### src/hdl/pmd_pkg.sv
// ----------------------------------------------------------------------------
// pmd_pkg: shared types and constants of the peak min/max decimator
// Holds the lane geometry, the bucket count, the queue entry and the
// configuration bundle used by the front, queue and back modules.
// ----------------------------------------------------------------------------
`default_nettype none

package pmd_pkg;

    localparam int MAX_CHANNELS = 8;
    localparam int SAMPLE_W     = 16;
    localparam int MAG_W        = SAMPLE_W + 1;
    localparam int CHAN_W       = 4;
    localparam int FPB_W        = 32;

    localparam int BUCKETS      = 1024;
    localparam int BUCKET_W     = $clog2(BUCKETS) + 1;
    localparam int INDEX_W      = 10;

    localparam int QUEUE_DEPTH  = 4;
    localparam int QPTR_W       = $clog2(QUEUE_DEPTH);
    localparam int QCNT_W       = QPTR_W + 1;

    localparam int S_TDATA_W    = MAX_CHANNELS * SAMPLE_W;
    localparam int M_PAYLOAD_W  = INDEX_W + 2 * SAMPLE_W;
    localparam int M_TDATA_W    = ((M_PAYLOAD_W + 7) / 8) * 8;

    localparam int CFG_IDX_W    = 2;
    localparam int CFG_DATA_W   = 32;

    localparam logic signed [SAMPLE_W-1:0] FULL_POS = 16'sh7FFF;
    localparam logic signed [SAMPLE_W-1:0] FULL_NEG = 16'sh8000;

    typedef enum logic [CFG_IDX_W-1:0] {
        REG_CHANNEL_COUNT     = 2'd0,
        REG_FRAMES_PER_BUCKET = 2'd1
    } pmd_reg_idx_t;

    typedef struct packed {
        logic [CHAN_W-1:0] channel_count;
        logic [FPB_W-1:0]  frames_per_bucket;
    } pmd_cfg_t;

    typedef struct packed {
        logic signed [SAMPLE_W-1:0] peak;
        logic                       eof;
    } pmd_entry_t;

endpackage

`default_nettype wire

### src/hdl/pmd_front.sv
// ----------------------------------------------------------------------------
// pmd_front: frame intake and peak selection
// Accepts one frame per cycle while the queue has room and reduces
// its valid lanes to one sample of greatest magnitude, pushed to the queue.
// ----------------------------------------------------------------------------
`default_nettype none

module pmd_front
    import pmd_pkg::*;
(
    input  wire logic                  s_tvalid,
    output logic                       s_tready,
    input  wire logic [S_TDATA_W-1:0]  s_tdata,
    input  wire logic                  s_tlast,
    input  wire pmd_cfg_t              cfg,
    input  wire logic                  q_ready,
    output logic                       q_push,
    output pmd_entry_t                 q_entry
);

    logic signed [SAMPLE_W-1:0] lane_smp [MAX_CHANNELS];
    logic        [MAG_W-1:0]    lane_mag [MAX_CHANNELS];
    logic                       lane_vld [MAX_CHANNELS];

    logic signed [SAMPLE_W-1:0] l1_smp [4];
    logic        [MAG_W-1:0]    l1_mag [4];
    logic                       l1_vld [4];
    logic signed [SAMPLE_W-1:0] l2_smp [2];
    logic        [MAG_W-1:0]    l2_mag [2];
    logic                       l2_vld [2];

    // Valid lanes form a prefix: lane 0 always counts, lane c counts when
    // the configured count exceeds c. Counts above eight saturate naturally.
    always_comb begin
        for (int c = 0; c < MAX_CHANNELS; c++) begin
            lane_smp[c] = $signed(s_tdata[c*SAMPLE_W +: SAMPLE_W]);
            lane_mag[c] = lane_smp[c][SAMPLE_W-1]
                        ? MAG_W'(~{lane_smp[c][SAMPLE_W-1], lane_smp[c]} + 1'b1)
                        : {1'b0, lane_smp[c]};
            lane_vld[c] = (c == 0) || (cfg.channel_count > CHAN_W'(c));
        end
    end

    // Pairwise tree; the right candidate wins only on a strictly greater
    // magnitude, so ties go to the lower-numbered channel.
    always_comb begin
        for (int i = 0; i < 4; i++) begin
            if (lane_vld[2*i+1] && (lane_mag[2*i+1] > lane_mag[2*i])) begin
                l1_smp[i] = lane_smp[2*i+1];
                l1_mag[i] = lane_mag[2*i+1];
            end else begin
                l1_smp[i] = lane_smp[2*i];
                l1_mag[i] = lane_mag[2*i];
            end
            l1_vld[i] = lane_vld[2*i];
        end
        for (int i = 0; i < 2; i++) begin
            if (l1_vld[2*i+1] && (l1_mag[2*i+1] > l1_mag[2*i])) begin
                l2_smp[i] = l1_smp[2*i+1];
                l2_mag[i] = l1_mag[2*i+1];
            end else begin
                l2_smp[i] = l1_smp[2*i];
                l2_mag[i] = l1_mag[2*i];
            end
            l2_vld[i] = l1_vld[2*i];
        end
        if (l2_vld[1] && (l2_mag[1] > l2_mag[0])) begin
            q_entry.peak = l2_smp[1];
        end else begin
            q_entry.peak = l2_smp[0];
        end
        q_entry.eof = s_tlast;
    end

    assign s_tready = q_ready;
    assign q_push   = s_tvalid && q_ready;

endmodule

`default_nettype wire

### src/hdl/pmd_queue.sv
// ----------------------------------------------------------------------------
// pmd_queue: short FIFO between peak selection and bucket accumulation
// Lets the intake keep taking frames while the result side is stalled.
// ----------------------------------------------------------------------------
`default_nettype none

module pmd_queue
    import pmd_pkg::*;
(
    input  wire logic       aclk,
    input  wire logic       aresetn,
    input  wire logic       push,
    input  wire pmd_entry_t push_entry,
    output logic            push_ready,
    input  wire logic       pop,
    output logic            head_valid,
    output pmd_entry_t      head_entry
);

    pmd_entry_t              slot_reg [QUEUE_DEPTH];
    logic [QPTR_W-1:0]       wr_ptr_reg, wr_ptr_next;
    logic [QPTR_W-1:0]       rd_ptr_reg, rd_ptr_next;
    logic [QCNT_W-1:0]       count_reg, count_next;
    logic                    do_push, do_pop;

    assign push_ready = (count_reg != QCNT_W'(QUEUE_DEPTH));
    assign head_valid = (count_reg != '0);
    assign head_entry = slot_reg[rd_ptr_reg];

    assign do_push = push && push_ready;
    assign do_pop  = pop && head_valid;

    always_comb begin
        wr_ptr_next = do_push ? wr_ptr_reg + 1'b1 : wr_ptr_reg;
        rd_ptr_next = do_pop  ? rd_ptr_reg + 1'b1 : rd_ptr_reg;
        count_next  = count_reg;
        if (do_push && !do_pop) begin
            count_next = count_reg + 1'b1;
        end else if (do_pop && !do_push) begin
            count_next = count_reg - 1'b1;
        end
    end

    always_ff @(posedge aclk) begin
        if (!aresetn) begin
            wr_ptr_reg <= '0;
            rd_ptr_reg <= '0;
            count_reg  <= '0;
        end else begin
            wr_ptr_reg <= wr_ptr_next;
            rd_ptr_reg <= rd_ptr_next;
            count_reg  <= count_next;
        end
    end

    always_ff @(posedge aclk) begin
        if (do_push) begin
            slot_reg[wr_ptr_reg] <= push_entry;
        end
    end

endmodule

`default_nettype wire

### src/hdl/pmd_back.sv
// ----------------------------------------------------------------------------
// pmd_back: bucket accumulation and result register
// Folds each selected peak into the running minimum and maximum, closes
// buckets and holds the finished result until the receiver takes it.
// ----------------------------------------------------------------------------
`default_nettype none

module pmd_back
    import pmd_pkg::*;
(
    input  wire logic                 aclk,
    input  wire logic                 aresetn,
    input  wire pmd_cfg_t             cfg,
    input  wire logic                 head_valid,
    input  wire pmd_entry_t           head_entry,
    output logic                      pop,
    output logic                      m_tvalid,
    input  wire logic                 m_tready,
    output logic [M_TDATA_W-1:0]      m_tdata,
    output logic                      m_tlast
);

    logic [FPB_W-1:0]           frame_cnt_reg, frame_cnt_next;
    logic [BUCKET_W-1:0]        bucket_reg, bucket_next;
    logic signed [SAMPLE_W-1:0] min_reg, min_next;
    logic signed [SAMPLE_W-1:0] max_reg, max_next;
    logic                       m_valid_reg, m_valid_next;
    logic [M_TDATA_W-1:0]       m_data_reg, m_data_next;
    logic                       m_last_reg, m_last_next;

    logic signed [SAMPLE_W-1:0] min_upd, max_upd;
    logic [FPB_W-1:0]           frame_inc, fpb_eff;
    logic                       all_done, emit, last;

    assign pop = head_valid && (!m_valid_reg || m_tready);

    always_comb begin
        all_done  = (bucket_reg >= BUCKET_W'(BUCKETS));
        min_upd   = (head_entry.peak < min_reg) ? head_entry.peak : min_reg;
        max_upd   = (head_entry.peak > max_reg) ? head_entry.peak : max_reg;
        frame_inc = (&frame_cnt_reg) ? frame_cnt_reg : frame_cnt_reg + 1'b1;
        fpb_eff   = (cfg.frames_per_bucket == '0) ? FPB_W'(1) : cfg.frames_per_bucket;
        emit      = !all_done && ((frame_inc >= fpb_eff) || head_entry.eof);
        last      = head_entry.eof || (bucket_reg == BUCKET_W'(BUCKETS - 1));

        frame_cnt_next = frame_cnt_reg;
        bucket_next    = bucket_reg;
        min_next       = min_reg;
        max_next       = max_reg;
        m_valid_next   = m_tready ? 1'b0 : m_valid_reg;
        m_data_next    = m_data_reg;
        m_last_next    = m_last_reg;

        if (pop) begin
            if (all_done) begin
                if (head_entry.eof) begin
                    frame_cnt_next = '0;
                    bucket_next    = '0;
                    min_next       = FULL_POS;
                    max_next       = FULL_NEG;
                end
            end else if (emit) begin
                m_valid_next = 1'b1;
                m_data_next  = M_TDATA_W'({max_upd, min_upd, bucket_reg[INDEX_W-1:0]});
                m_last_next  = last;
                frame_cnt_next = '0;
                min_next       = FULL_POS;
                max_next       = FULL_NEG;
                bucket_next    = head_entry.eof ? '0 : bucket_reg + 1'b1;
            end else begin
                frame_cnt_next = frame_inc;
                min_next       = min_upd;
                max_next       = max_upd;
            end
        end
    end

    always_ff @(posedge aclk) begin
        if (!aresetn) begin
            frame_cnt_reg <= '0;
            bucket_reg    <= '0;
            min_reg       <= FULL_POS;
            max_reg       <= FULL_NEG;
            m_valid_reg   <= 1'b0;
        end else begin
            frame_cnt_reg <= frame_cnt_next;
            bucket_reg    <= bucket_next;
            min_reg       <= min_next;
            max_reg       <= max_next;
            m_valid_reg   <= m_valid_next;
        end
    end

    always_ff @(posedge aclk) begin
        m_data_reg <= m_data_next;
        m_last_reg <= m_last_next;
    end

    assign m_tvalid = m_valid_reg;
    assign m_tdata  = m_data_reg;
    assign m_tlast  = m_last_reg;

endmodule

`default_nettype wire

### src/hdl/peak_minmax_decimator_core.sv
// ----------------------------------------------------------------------------
// peak_minmax_decimator_core: min/max peak decimation of multichannel audio
// Reduces a stream of Q1.15 frames to per-bucket minimum and maximum peaks
// for waveform previews.
// ----------------------------------------------------------------------------
// Usage:
// The slave side takes one frame per transaction: eight Q1.15 lane samples
// in s_tdata and the end-of-file flag in s_tlast. Of the first channel_count
// lanes, the sample of greatest magnitude (sign kept, lowest lane on a tie)
// feeds a running minimum and maximum. After frames_per_bucket frames, or on
// an end-of-file frame, the master side delivers one transaction with the
// bucket index, minimum and maximum; m_tlast marks the final bucket. After
// bucket 1023 frames are dropped until an end-of-file frame restarts counting.
// Throughput is one frame per clock while the queue has room. A result appears
// on m_tvalid after the transaction that closes its bucket: the frame is
// written into the four-entry queue at the accepting edge and then passes the
// accumulator into the output register. When the receiver holds m_tready low,
// the result stays in the output register and the queue absorbs up to four
// further frames before s_tready drops. A synchronous low aresetn empties the
// queue, drops any held result and restores channel_count = 1 and
// frames_per_bucket = 1.
// Configuration writes are always accepted (cfg_ready is high) and must only
// be issued while no frame is in flight.
// ----------------------------------------------------------------------------
`default_nettype none

module peak_minmax_decimator_core
    import pmd_pkg::*;
(
    input  wire logic                    aclk,
    input  wire logic                    aresetn,
    // Configuration write channel.
    input  wire logic                    cfg_valid,
    output logic                         cfg_ready,
    input  wire logic [CFG_IDX_W-1:0]    cfg_index,
    input  wire logic [CFG_DATA_W-1:0]   cfg_data,
    // Frame input.
    input  wire logic                    s_tvalid,
    output logic                         s_tready,
    input  wire logic [S_TDATA_W-1:0]    s_tdata,   // sample_0 .. sample_7, 16 bits each
    input  wire logic                    s_tlast,   // end_of_file
    // Bucket results.
    output logic                         m_tvalid,
    input  wire logic                    m_tready,
    output logic [M_TDATA_W-1:0]         m_tdata,   // bucket_index, bucket_min, bucket_max, zero pad
    output logic                         m_tlast    // final_bucket
);

    pmd_cfg_t    cfg_reg, cfg_next;
    logic        cfg_write;

    logic        q_push, q_ready, q_pop, q_head_valid;
    pmd_entry_t  q_push_entry, q_head_entry;

    // Register file: unknown indexes are accepted and ignored.
    assign cfg_ready = 1'b1;
    assign cfg_write = cfg_valid && cfg_ready;

    always_comb begin
        cfg_next = cfg_reg;
        if (cfg_write) begin
            unique case (pmd_reg_idx_t'(cfg_index))
                REG_CHANNEL_COUNT:     cfg_next.channel_count     = cfg_data[CHAN_W-1:0];
                REG_FRAMES_PER_BUCKET: cfg_next.frames_per_bucket = cfg_data[FPB_W-1:0];
                default:               cfg_next = cfg_reg;
            endcase
        end
    end

    always_ff @(posedge aclk) begin
        if (!aresetn) begin
            cfg_reg.channel_count     <= CHAN_W'(1);
            cfg_reg.frames_per_bucket <= FPB_W'(1);
        end else begin
            cfg_reg <= cfg_next;
        end
    end

    // Front: peak selection across the active lanes.
    pmd_front u_front (
        .s_tvalid (s_tvalid),
        .s_tready (s_tready),
        .s_tdata  (s_tdata),
        .s_tlast  (s_tlast),
        .cfg      (cfg_reg),
        .q_ready  (q_ready),
        .q_push   (q_push),
        .q_entry  (q_push_entry)
    );

    // Decoupling queue so that output stalls do not stop intake at once.
    pmd_queue u_queue (
        .aclk       (aclk),
        .aresetn    (aresetn),
        .push       (q_push),
        .push_entry (q_push_entry),
        .push_ready (q_ready),
        .pop        (q_pop),
        .head_valid (q_head_valid),
        .head_entry (q_head_entry)
    );

    // Back: bucket accumulation and the output register.
    pmd_back u_back (
        .aclk       (aclk),
        .aresetn    (aresetn),
        .cfg        (cfg_reg),
        .head_valid (q_head_valid),
        .head_entry (q_head_entry),
        .pop        (q_pop),
        .m_tvalid   (m_tvalid),
        .m_tready   (m_tready),
        .m_tdata    (m_tdata),
        .m_tlast    (m_tlast)
    );

endmodule

`default_nettype wire

### config.mk
export PLATFORM = sky130hd
export DESIGN_NAME = peak_minmax_decimator_core
export DESIGN_NICKNAME = d
export VERILOG_FILES = /design/src/hdl/pmd_pkg.sv /design/src/hdl/pmd_front.sv /design/src/hdl/pmd_queue.sv /design/src/hdl/pmd_back.sv /design/src/hdl/peak_minmax_decimator_core.sv
export SDC_FILE = /design/constraint.sdc
export NUM_CORES = 1
export LEC_CHECK = 0
export BUFFER_PORTS_ARGS = -buffer_cell sky130_fd_sc_hd__buf_2
export CAP_MARGIN = 0
export CORE_UTILIZATION = 55
export CTS_CLUSTER_SIZE = 10
export DETAILED_ROUTE_END_ITERATION = 10
export PLACE_DENSITY = 0.87
export SLEW_MARGIN = 10
export SYNTH_ARGS = -nofsm -noshare
export SYNTH_HDL_FRONTEND = slang
export SYNTH_HIERARCHICAL = 1
export SYNTH_SLANG_ARGS = --single-unit
export TNS_END_PERCENT = 5
### constraint.sdc
create_clock -name aclk -period 13.35 [get_ports aclk]
set_input_delay 2.67 -clock aclk [delete_from_list [all_inputs] [get_ports aclk]]
set_output_delay 2.67 -clock aclk [all_outputs]
set_load 0.05 [all_outputs]
Yosys cells after proc, flatten, opt, wreduce, memory -nomap -nowiden
Memories as Yosys holds them, arrays and structs flattened. A register that Yosys moved wholly into a read port is not among the register bits.
Index checks and enable logic that the tools add are counted.

operators by class
  $add $sub $neg = 14
  magnitude comparators = 18
  equal/unequal tests = 4
  mux-type cells = 48
  bitwise operators = 9
  reduce and logical (&&, ||, !) cells = 32

operator list
  operator                                                                  count
  16-bit 2-to-1 mux                                                         15
  17-bit 2-to-1 mux                                                         14
  32-bit 2-to-1 mux                                                         5
  17-bit by 1-bit adder with 17-bit output (second input constant)          8
  17-bit NOT                                                                8
  17-bit > comparator                                                       7
  11-bit 2-to-1 mux                                                         4
  32-bit by 1-bit adder with 32-bit output (second input constant)          1
  32-bit greater-or-equal comparator                                        1
  32-bit logical NOT                                                        1
  32-bit AND reduction                                                      1
  16-bit > comparator                                                       1
  4-bit by 3-bit > comparator with 1-bit output (second input constant)     4
  16-bit less-than comparator                                               1
  1-bit logical AND                                                         14
  11-bit by 1-bit adder with 11-bit output (second input constant)          1
  11-bit by 10-bit equality test with 1-bit output (second input constant)  1
  11-bit greater-or-equal comparator (second input constant)                1
  4-bit by 2-bit > comparator with 1-bit output (second input constant)     2
  1-bit 2-to-1 mux                                                          6
  3-bit 2-to-1 mux                                                          2
  2-bit AND reduction                                                       3
  3-bit AND reduction                                                       2
  2-bit by 1-bit adder with 2-bit output (second input constant)            2
  other kinds (13)                                                          20

word-level totals
  register bits after elaboration = 162
  RAM bits = 68
  input port bits = 168
  output and inout port bits = 52
  word-level logic and storage cells = 138
  memories kept = 1

memory list
  name              words  bits a word  rd ports  clocked after Yosys merged registers in  write ports  line             RTL
  u_queue.slot_reg  4      17           1         1                                        1            pmd_queue.sv:20  pmd_entry_t slot_reg [QUEUE_DEPTH];

Longest topological paths before layout
Gate-level depths: netlist (run 1).

  word-level depth = 12
  mapped depth = 36
  mapped depth without buffers = 33

By module
The synthesis (run 1) kept the hierarchy.

modules (own cells, without submodules)
  module                      instances  cells an instance  area each (sq um)  sequential area each (sq um)
  pmd_front                   1          1,123              8,359.3            0.0
  pmd_back                    1          739                7,034.2            2,812.7
  pmd_queue                   1          137                2,987.9            2,222.1
  peak_minmax_decimator_core  1          157                1,466.4            720.7

Least setup slack after synthesis (run 1)
OpenSTA, ideal clock, no wires.

  path type = input to register
  from = input port s_tdata[10]
  to = memory u_queue/slot_reg[0][11] (netlist bit), data pin
  setup time = 175 ps
  data arrival time = 9,993 ps
  path slack = 3,182 ps
  cell stages on the path = 30
  buffers on the path = 4
  cell sequence = or3_1 -> or3_1 -> or4b_2 -> ha_1 -> nand4_1 -> nor4_1 -> nand3_1 -> a211oi_1 -> nor3_4 -> buf_6 -> mux2i_1 -> inv_1 -> ha_1 -> nand4_1 -> nor3_1 -> o21ai_0 -> a31o_2 -> a21oi_1 -> clkbuf_1 -> clkbuf_1 -> mux2i_1 -> ha_1 -> o21ai_0 -> a21oi_1 -> o31ai_1 -> a21oi_1 -> o21ai_1 -> clkbuf_1 -> o311ai_0 -> o21ai_1

RTL lines
  item                line                              RTL
  start: declaration  peak_minmax_decimator_core.sv:40  input wire logic [S_TDATA_W-1:0] s_tdata,
  end: declaration    pmd_queue.sv:20

==> results of run 1 <==
-- stage by stage --
| step | std cells | hold WS [ns] | worst slack (ns) |
|---|---|---|---|
| after floorplan | 2173 | 0.437 | 3.18 |
| after global placement | 2738 | 0.453 | 1.55 |
| after detailed placement | 2738 | 0.457 | 1.12 |
| after CTS | 2785 | 0.477 | 1.66 |
| after global routing | 2787 | 0.488 | 0.943 |
| final | 2790 | 0.474 | 1.39 |
-- synthesized netlist by cell type, types with 42 or more instances --
master / count
sky130_fd_sc_hd__inv_1: 149
sky130_fd_sc_hd__dfxtp_1: 121
sky130_fd_sc_hd__o21ai_0: 96
sky130_fd_sc_hd__xnor2_1: 63
sky130_fd_sc_hd__ha_1: 194
sky130_fd_sc_hd__nor2_1: 46
sky130_fd_sc_hd__nand3_1: 67
sky130_fd_sc_hd__clkbuf_1: 59
sky130_fd_sc_hd__mux2i_1: 82
sky130_fd_sc_hd__a21oi_1: 93
sky130_fd_sc_hd__nand2_1: 187
sky130_fd_sc_hd__o211ai_1: 42
sky130_fd_sc_hd__edfxtp_1: 111
sky130_fd_sc_hd__nor3_1: 44
sky130_fd_sc_hd__xor2_1: 72
-- power breakdown --
part / total (mW) / switching, mW / internal, mW
registers: 0.992 / 0.0559 / 0.936
logic: 1.52 / 1.01 / 0.510
clock network: 0.654 / 0.276 / 0.378
total: 3.17 / 1.34 / 1.82
-- cells by family (layout without fill, tap and decap cells) --
| logic type | Yosys count | after routing |
|---|---|---|
| AOI/OAI and AO/OA | 594 | 594 |
| xor gates and xnor gates | 139 | 139 |
| adders and majority gates | 195 | 195 |
| buffers and inverters | 273 | 424 |
| DFF | 232 | 232 |
| muxes | 133 | 133 |
| other | 4 | 26 |
| and+or+nand+nor | 586 | 586 |
-- worst max-delay path: cells and delay by family --
kind	cells	cell delay, ns
AO/OA/AOI/OAI	13	4.96
multiplexers	2	0.74
buffers and inverters	4	0.56
XOR/XNOR	1	0.22
adder cells (fa/ha/maj)	3	0.89
AND/OR/NAND/NOR	9	2.19
-- worst max-delay path by stage --
stage | startpoint | to | slack (ns) | cells past startpoint
after floorplan | s_tdata[10] | u_queue/slot_reg[0][11] | 3.18 | 30
after global placement | s_tdata[18] | u_queue/slot_reg[0][14] | 1.55 | 32
after detailed placement | s_tdata[10] | u_queue/slot_reg[2][16] | 1.12 | 28
after CTS | s_tdata[10] | u_queue/slot_reg[3][16] | 1.66 | 28
after global routing | s_tdata[18] | u_queue/slot_reg[3][11] | 0.94 | 32
final | s_tdata[20] | u_queue/slot_reg[2][16] | 1.39 | 32
-- cell type report --
type / instances / area [sq um] / share of cell area (%)
antenna: 5 / 12.5 / 0.0575
multi-input combinational: 1668 / 12900 / 59.3
tap: 461 / 577 / 2.65
sequential: 232 / 5760 / 26.4
clock buffer: 45 / 743 / 3.41
clock inverter: 2 / 28.8 / 0.132
timing repair buffer: 228 / 1180 / 5.43
inverter: 149 / 559 / 2.57
-- layer usage --
metal  GRT usage [%]  up-vias  share of wire, %
li1                -     8393                 -
met1            37.6     8629                40
met2            52.0      861                47
met3            5.06      223               7.9
met4            15.7       10               5.3
met5               0        -              0.11
==> impl_metrics.py, run 1 <==
metrics = {
    "floorplanning": {
        "standard_cell_core_area_sq_um": 35600,
        "fp.dieArea_sq_um": 36900,
        "std_cell_rows": 69,
        "initial_standard_cell_utilization_of_the_core_pct": 55.8,
        "design.portCount": 220,
        "floorplan.die.height_um": 192,
        "die_x_um": 192,
    },
    "synth": {
        "yosys.area.top_type_share_pct": 16.8,
        "synth_area_in_compound_gates_pct": 22.0,
        "synthXorXnorAreaFrac_pct": 6.29,
        "area_leader_netlist": "sky130_fd_sc_hd__edfxtp_1",
        "synth.ff_latch_count": 232,
        "synthArstFlopShare_pct": 0,
        "post_synth.cell_area_avg_sq_um": 9.21,
        "syn-instance-count": 2156,
        "synth-seq-area-share_pct": 29.0,
        "top_area_cells_in_the_synthesized_netlist": "sky130_fd_sc_hd__edfxtp_1 17%, sky130_fd_sc_hd__ha_1 12%, sky130_fd_sc_hd__dfxtp_1 12%, sky130_fd_sc_hd__mux2i_1 4.1%, sky130_fd_sc_hd__nand2_1 3.5%",
        "yosys_warnings": 6,
        "synth_ff_type": "sky130_fd_sc_hd__dfxtp_1",
        "synth_edf_count": 111,
        "yosys.area_share.adder_pct": 12.3,
        "synth_simple_gate_area_share_pct": 15.8,
        "distinct_cell_type_count_of_the_synthesized_netlist": 109,
        "syn_area_sq_um": 19800,
        "synth.mux.area_fraction_pct": 8.13,
        "synth_top_family_by_area": "compound AO/OA/AOI/OAI gates",
    },
    "power_and_ir_drop": {
        "peakVddDrop_mv": 0.222,
        "cellLeakagePower_nw": 8.89,
        "post-layout-total-power_mw": 3.17,
        "pwr_density_cell_nw_per_um2": 146,
    },
    "clock_tree": {
        "cts_setup_buffers": 0,
        "cts_max_level": 1,
        "cts_tree": "yes",
        "cts_num_sinks": 232,
        "path_clk_slew_ns": 0.05,
        "clock_tree.buffer_depth": 3,
        "cts_hold_buf": 0,
        "post_cts_resized": 0,
        "cts_root_buf": "sky130_fd_sc_hd__clkbuf_16",
        "clk_latency_worst_skew_pair_ns": 0.54,
        "cts_made_buffers": 27,
    },
    "detailed_routing": {
        "routed-via-count": 18100,
        "remaining_drc_errors": 0,
        "antenna_violating_nets_post_route": 0,
        "drt_first_iter_violations": 1556,
        "routed_wirelength_um": 58100,
        "route.detailed.wl_per_inst_um": 20.8,
        "drt_first_pass_iters": 7,
        "via_per_inst": 6.49,
    },
    "worst_hold_path": {
        "min_delay_path_depth": 1,
        "origin_of_the_worst_min_delay_path": "u_back/max_reg[8]",
        "worst_hold_path_type": "register to register",
        "whs_endpoint": "u_back/max_reg[8]",
    },
    "placement": {
        "place_area_sq_um": 21000,
        "place_congestion": 1.01,
        "buffer_ports.inserted": 212,
        "post-dp-hpwl_um": 45100,
    },
    "sta": {
        "final_setup_vio_count": 0,
        "worstMarginPinSlew_ns": 1.18,
        "fin_worst_skew_ns": 0.00924,
        "post-route-min-period_ns": 11.96,
        "timing.setup.tns_ns": 0,
        "slew-limit-headroom_pct": 21.6,
        "report.final.slew_viol_count": 0,
        "unrepaired_setup_endpoints_after_global_routing": "no",
        "fin_crit_sh_pct": 89.6,
        "fmax_mhz": 83.6,
        "hold_violations": 0,
    },
    "finish": {
        "post_route_cells_drive_above_1_share_pct": 16.2,
        "mostFrequentLayoutCells": "212 x sky130_fd_sc_hd__buf_2, 194 x sky130_fd_sc_hd__ha_1, 187 x sky130_fd_sc_hd__nand2_1",
        "final_design_area_no_fill_sq_um": 21800,
        "number_of_flip_flops_under_the_largest_register_name": 68,
        "layout.nets": 2669,
        "nFillCells": 2951,
        "most_frequent_standard_cell_in_the_layout_excluding_fill_and_tap_cells": "sky130_fd_sc_hd__buf_2",
        "area.growth.synth_to_final_pct": 9.65,
        "final_core_utilization_pct": 61.2,
    },
    "grt": {
        "grt_max_degree": 97,
        "global_route.usage.total_pct": 30.8,
        "grt_pass1_vias": 17100,
        "globalRoute.totalOverflow": 0,
        "grt_first_pass_wirelength_um": 89900,
        "antenna_found_initial": 12,
    },
    "worst_setup_path": {
        "critical-path-max-stage-delay_ns": 0.91,
        "timing.critical_path.to_type": "register",
        "crit_fanout": 37,
        "critical_path_required_time_ns": 13.67,
        "critPathSlowestCell": "sky130_fd_sc_hd__o21ai_1",
        "timing.reg2reg.worst_path_depth": 21,
        "r2r_setup_slack_ns": 5.44,
        "timing.critical_path.mode_cell": "sky130_fd_sc_hd__a21o_1",
        "critical_path.reg2reg.endpoint": "u_queue/slot_reg[2][16]",
        "path_class": "primary input to register",
        "setup.worst_path.start_class": "primary input",
        "crit-reg2reg-launch": "cfg_reg[33]",
        "timing.critical_path.arrival_ns": 12.27,
    },
    "run_status": {
        "status": "finished, final reports clean",
    },
    "job": {
        "cap_violations": 0,
    },
}
Power figures use the tool's default switching activity.
==> run 2: changes to the inputs <==
BUFFER_PORTS_ARGS = -buffer_cell sky130_fd_sc_hd__clkbuf_2   (was -buffer_cell sky130_fd_sc_hd__buf_2)
==> impl_metrics.py, run 2 (same netlist as run 1, synthesis figures left out) <==
metrics = {
    "power_and_ir_drop": {
        "share_of_total_power_consumed_by_net_switching_pct": 42.1,
        "power_report.internal_total_mw": 1.82,
        "cellLeakagePower_nw": 8.94,
        "switching_power_mw": 1.32,
        "post-layout-total-power_mw": 3.14,
        "combinationalPowerShare_pct": 47.3,
        "pwr_density_cell_nw_per_um2": 144,
        "p_seq_share_pct": 32.0,
        "peakVddDrop_mv": 0.198,
        "clockPowerShare_pct": 20.7,
    },
    "sta": {
        "slew-limit-headroom_pct": 23.7,
        "hold_violations": 0,
        "final_setup_vio_count": 0,
        "worstMarginPinSlew_ns": 1.14,
        "fin_worst_skew_ns": 0.00917,
        "unrepaired_setup_endpoints_after_global_routing": "no",
        "timing.setup.tns_ns": 0,
        "report.final.slew_viol_count": 0,
        "fmax_mhz": 85.9,
        "fin_crit_sh_pct": 87.2,
        "post-route-min-period_ns": 11.64,
    },
    "worst_setup_path": {
        "critPathSlowestCell": "sky130_fd_sc_hd__o21ai_1",
        "timing.critical_path.arrival_ns": 11.96,
        "crit-reg2reg-launch": "cfg_reg[33]",
        "crit_fanout": 43,
        "critical-path-max-stage-delay_ns": 0.89,
        "critPathLaunch": "s_tdata[48]",
        "path_class": "primary input to register",
        "timing.critical_path.mode_cell": "sky130_fd_sc_hd__ha_1",
        "setup.worst_path.start_class": "primary input",
        "timing.critical_path.to_type": "register",
        "critical_path_required_time_ns": 13.67,
        "r2r_setup_slack_ns": 5.90,
        "timing.reg2reg.worst_path_depth": 21,
        "critical_path.reg2reg.endpoint": "u_queue/slot_reg[2][16]",
    },
    "floorplanning": {
        "die_x_um": 192,
        "std_cell_rows": 69,
        "floorplan.die.height_um": 192,
        "fp.dieArea_sq_um": 36900,
        "initial_standard_cell_utilization_of_the_core_pct": 55.8,
        "design.portCount": 220,
        "standard_cell_core_area_sq_um": 35600,
    },
    "clock_tree": {
        "path_clk_slew_ns": 0.05,
        "post_cts_resized": 0,
        "cts_tree": "yes",
        "cts_hold_buf": 0,
        "clk_latency_worst_skew_pair_ns": 0.53,
        "cts_root_buf": "sky130_fd_sc_hd__clkbuf_16",
        "cts_made_buffers": 27,
        "clock_tree.buffer_depth": 3,
        "cts_max_level": 1,
        "cts_num_sinks": 232,
        "cts_setup_buffers": 0,
    },
    "placement": {
        "buffer_ports.inserted": 212,
        "place_congestion": 1.01,
        "post-dp-hpwl_um": 45100,
    },
    "worst_hold_path": {
        "worst_hold_path_type": "register to register",
        "origin_of_the_worst_min_delay_path": "u_back/min_reg[9]",
        "whs_endpoint": "u_back/min_reg[9]",
        "min_delay_path_depth": 2,
    },
    "job": {
        "cap_violations": 0,
    },
    "detailed_routing": {
        "remaining_drc_errors": 0,
        "routed_wirelength_um": 57800,
        "route.detailed.wl_per_inst_um": 20.8,
        "via_per_inst": 6.44,
        "drt_first_iter_violations": 1520,
        "antenna_violating_nets_post_route": 0,
        "drt_first_pass_iters": 6,
        "routed-via-count": 17900,
    },
    "grt": {
        "grt_first_pass_wirelength_um": 89900,
        "antenna_found_initial": 3,
        "grt_pass1_vias": 17000,
        "grt_max_degree": 97,
        "global_route.usage.total_pct": 30.9,
        "globalRoute.totalOverflow": 0,
    },
    "finish": {
        "area.growth.synth_to_final_pct": 9.54,
        "most_frequent_standard_cell_in_the_layout_excluding_fill_and_tap_cells": "sky130_fd_sc_hd__clkbuf_2",
        "post_route_cells_drive_above_1_share_pct": 16.2,
        "number_of_flip_flops_under_the_largest_register_name": 68,
        "mostFrequentLayoutCells": "211 x sky130_fd_sc_hd__clkbuf_2, 194 x sky130_fd_sc_hd__ha_1, 187 x sky130_fd_sc_hd__nand2_1",
        "layout.nets": 2668,
        "nFillCells": 2941,
    },
    "run_status": {
        "status": "finished, final reports clean",
    },
}
run 2: cell count changes in the layout (fill, tap and decap cells not counted), sizes merged:
cell,change
buf,-212
clkbuf,+210
clkinv,+1
diode,-4
inv,-1
run 2: power groups by stage:
stage | clock, mW | combinational (mW) | sequential [mW]
3_3_place_gp | 0 | 1.41 | 1.01
5_1_grt | 0.687 | 1.61 | 1.02
3_5_place_dp | 0 | 1.45 | 1.02
6_report | 0.649 | 1.48 | 1.01
4_1_cts | 0.660 | 1.47 | 1.01
2_1_floorplan | 0 | 0.907 | 1.22
run 2: through the flow:
step	area [sq um]	instances	hold slack [ns]	util, %	worst slack, ns
2_1_floorplan	19900	2173	0.437	-	3.18
3_3_place_gp	21000	2737	0.452	59.0	1.71
3_5_place_dp	21000	2737	0.455	59.0	1.56
4_1_cts	21700	2783	0.470	61.1	2.09
5_1_grt	21700	2784	0.488	61.1	1.20
6_report	21700	2784	0.466	61.1	1.71
run 2: cell type report:
class | count | area (sq um) | area share (%)
Multi-Input combinational cell | 1668 | 12900 | 59.4
Sequential cell | 232 | 5760 | 26.5
Timing Repair Buffer | 227 | 1170 | 5.40
Clock buffer | 44 | 739 | 3.40
Tap cell | 461 | 577 | 2.65
Inverter | 149 | 559 | 2.57
Clock inverter | 2 | 28.8 | 0.132
Antenna cell | 1 | 2.50 | 0.0115
run 2: per-layer routing:
layer / up-vias / part of all wire, % / GRT usage (%)
met5: - / 0.022 / 0
met4: 2 / 5.3 / 16.3
met3: 185 / 7.6 / 4.35
met2: 864 / 46 / 50.8
met1: 8471 / 41 / 39.2
li1: 8408 / - / -
run 2: critical path: cells and delay by family:
family                     cells  cell delay, ns
AOI/OAI and AO/OA             15            5.78
xor gates and xnor gates       1            0.23
adders and majority gates      4            1.09
buffers and inverters          2            0.41
muxes                          2            0.65
and+or+nand+nor                5            1.10
run 2: worst max-delay path by stage:
stage	cells past startpoint	slack, ns	end
6_report	29	1.71	u_queue/slot_reg[2][16]
5_1_grt	29	1.20	u_queue/slot_reg[0][16]
4_1_cts	27	2.09	u_queue/slot_reg[2][16]
3_5_place_dp	27	1.56	u_queue/slot_reg[2][16]
3_3_place_gp	27	1.71	u_queue/slot_reg[0][6]
2_1_floorplan	30	3.18	u_queue/slot_reg[0][11]
==> run 3: changes to the inputs <==
--- a/config.mk
+++ b/config.mk
@@ -12,4 +12,4 @@
 export DETAILED_ROUTE_END_ITERATION = 10
+export MAX_ROUTING_LAYER = met4
 export PLACE_DENSITY = 0.87
-export SLEW_MARGIN = 10
 export SYNTH_ARGS = -nofsm -noshare
--- a/constraint.sdc
+++ b/constraint.sdc
@@ -3,2 +3,2 @@
 set_output_delay 2.67 -clock aclk [all_outputs]
-set_load 0.05 [all_outputs]
+set_load 0.01 [all_outputs]
==> impl_metrics.py, run 3 (same netlist as run 1, synthesis figures left out) <==
metrics = {
    "placement": {
        "place_congestion": 1.03,
        "post-dp-hpwl_um": 45900,
        "buffer_ports.inserted": 212,
        "place.detailed.instances": 2737,
    },
    "worst_setup_path": {
        "critical-path-max-stage-delay_ns": 0.83,
        "path_class": "primary input to register",
        "r2r_setup_slack_ns": 5.73,
        "timing.critical_path.to_type": "register",
        "critical_path_required_time_ns": 13.53,
        "setup.worst_path.start_class": "primary input",
        "crit-reg2reg-launch": "cfg_reg[35]",
        "timing.reg2reg.worst_path_depth": 22,
        "crit_fanout": 37,
        "critPathSlowestCell": "sky130_fd_sc_hd__a21o_1",
        "critical_path.reg2reg.endpoint": "u_queue/slot_reg[2][1]",
        "timing.critical_path.arrival_ns": 11.68,
    },
    "finish": {
        "mostFrequentLayoutCells": "211 x sky130_fd_sc_hd__clkbuf_2, 194 x sky130_fd_sc_hd__ha_1, 187 x sky130_fd_sc_hd__nand2_1",
        "nFillCells": 3006,
        "layout.nets": 2668,
        "number_of_flip_flops_under_the_largest_register_name": 68,
        "footprint_of_the_multi_input_gates_sq_um": 12900,
        "area.growth.synth_to_final_pct": 9.48,
        "most_frequent_standard_cell_in_the_layout_excluding_fill_and_tap_cells": "sky130_fd_sc_hd__clkbuf_2",
        "finish.cell_count_without_fillers": 2784,
        "area_used_by_sequential_logic_in_the_layout_sq_um": 5760,
        "post_route_cells_drive_above_1_share_pct": 16.2,
    },
    "grt": {
        "grt_first_pass_wirelength_um": 92000,
        "grt_pass1_vias": 17000,
        "grt_util_met1_pct": 40.1,
        "grt.busiest_layer": "met2",
        "global_route.usage.met2_pct": 53.4,
        "global_route.usage.total_pct": 32.5,
        "grt_max_degree": 97,
        "grtUsageMet3_pct": 3.84,
        "globalRoute.totalOverflow": 0,
        "antenna_found_initial": 2,
    },
    "clock_tree": {
        "cts_root_buf": "sky130_fd_sc_hd__clkbuf_16",
        "clock_tree.buffer_depth": 3,
        "clk_latency_worst_skew_pair_ns": 0.53,
        "post_cts_resized": 0,
        "cts_made_buffers": 27,
        "cts_hold_buf": 0,
        "path_clk_slew_ns": 0.06,
        "cts_tree": "yes",
        "cts_max_level": 1,
        "cts_setup_buffers": 0,
        "cts_num_sinks": 232,
    },
    "worst_hold_path": {
        "origin_of_the_worst_min_delay_path": "cfg_reg[19]",
        "whs_endpoint": "cfg_reg[19]",
        "min_delay_path_depth": 2,
        "worst_hold_path_type": "register to register",
    },
    "floorplanning": {
        "fp.dieArea_sq_um": 36900,
        "initial_standard_cell_utilization_of_the_core_pct": 55.8,
        "die_x_um": 192,
        "std_cell_rows": 69,
        "design.portCount": 220,
        "standard_cell_core_area_sq_um": 35600,
        "floorplan.die.height_um": 192,
    },
    "sta": {
        "timing.setup.tns_ns": 0,
        "hold_violations": 0,
        "post-route-min-period_ns": 11.50,
        "fmax_mhz": 87.0,
        "report.final.slew_viol_count": 0,
        "unrepaired_setup_endpoints_after_global_routing": "no",
        "worstMarginPinSlew_ns": 1.17,
        "slew-limit-headroom_pct": 21.8,
        "final_setup_vio_count": 0,
        "fin_worst_skew_ns": 0.0189,
        "fin_crit_sh_pct": 86.1,
    },
    "detailed_routing": {
        "remaining_drc_errors": 0,
        "routed_wirelength_um": 58800,
        "routed-via-count": 18000,
        "route.detailed.wl_per_inst_um": 21.1,
        "via_per_inst": 6.46,
        "antenna_violating_nets_post_route": 0,
        "drt_first_pass_iters": 6,
        "drt_first_iter_violations": 1451,
    },
    "power_and_ir_drop": {
        "p_seq_share_pct": 33.6,
        "peakVddDrop_mv": 0.175,
        "cellLeakagePower_nw": 8.93,
        "power_report.internal_total_mw": 1.82,
        "combinationalPowerShare_pct": 44.6,
        "switching_power_mw": 1.14,
        "clockPowerShare_pct": 21.8,
        "pwr_density_cell_nw_per_um2": 136,
        "share_of_total_power_consumed_by_net_switching_pct": 38.7,
    },
    "run_status": {
        "status": "finished, final reports clean",
    },
    "job": {
        "cap_violations": 0,
    },
}
==> run 3: changes by cell type in the layout (fill, tap and decap cells not counted), sizes merged <==
| cell | before | now |
|---|---|---|
| clkbuf | 255 | 254 |
| inv | 150 | 151 |
| clkinv | 1 | 0 |
| diode | 1 | 2 |
==> run 3: cell type report <==
cell class                      count  area share, %
Inverter                          149           2.57
Sequential cell                   232           26.5
Clock buffer                       43           3.39
Timing Repair Buffer              227           5.40
Clock inverter                      2         0.0806
Tap cell                          461           2.65
Antenna cell                        2         0.0230
Multi-Input combinational cell   1668           59.4
==> run 3: layer usage <==
metal / vias to the layer above / share of wire, %
met4: 0 / 4.8
met1: 8517 / 41
met2: 857 / 47
li1: 8412 / -
met3: 197 / 7.2
met5: - / 0
==> run 3: metrics by stage <==
stage / utilization [%] / power (mW) / setup WS [ns] / hold slack, ns / cell area (sq um)
floorplan: - / 1.93 / 3.18 / 0.437 / 19900
CTS: 61.1 / 2.95 / 2.11 / 0.476 / 21700
global route: 61.1 / 3.15 / 1.32 / 0.491 / 21700
global placement: 59.0 / 2.24 / 1.78 / 0.453 / 21000
finish: 61.1 / 2.96 / 1.85 / 0.474 / 21700
detailed placement: 59.0 / 2.30 / 1.58 / 0.457 / 21000
==> run 3: critical path, delay by kind of cell <==
family	cells	cell delay [ns]
AOI/OAI and AO/OA	12	4.17
adders and majority gates	3	0.94
buffers and inverters	3	0.51
muxes	2	0.58
and+or+nand+nor	12	2.79
==> run 3: worst max-delay path by stage <==
stage | endpoint | startpoint | slack [ns] | cells past startpoint
floorplan | u_queue/slot_reg[0][11] | s_tdata[10] | 3.18 | 30
global placement | u_queue/slot_reg[2][1] | s_tdata[18] | 1.78 | 34
detailed placement | u_queue/slot_reg[2][1] | s_tdata[18] | 1.58 | 32
CTS | u_queue/slot_reg[2][1] | s_tdata[18] | 2.11 | 32
global route | u_queue/slot_reg[1][1] | s_tdata[18] | 1.32 | 32
finish | u_queue/slot_reg[2][1] | s_tdata[18] | 1.85 | 32
==> run 3: power groups by stage <==
stage / Clock, mW / Sequential (mW) / Combinational (mW)
floorplan: 0 / 1.03 / 0.902
global placement: 0 / 0.999 / 1.24
detailed placement: 0 / 1.01 / 1.29
CTS: 0.655 / 0.996 / 1.30
global route: 0.679 / 1.01 / 1.46
finish: 0.646 / 0.994 / 1.32
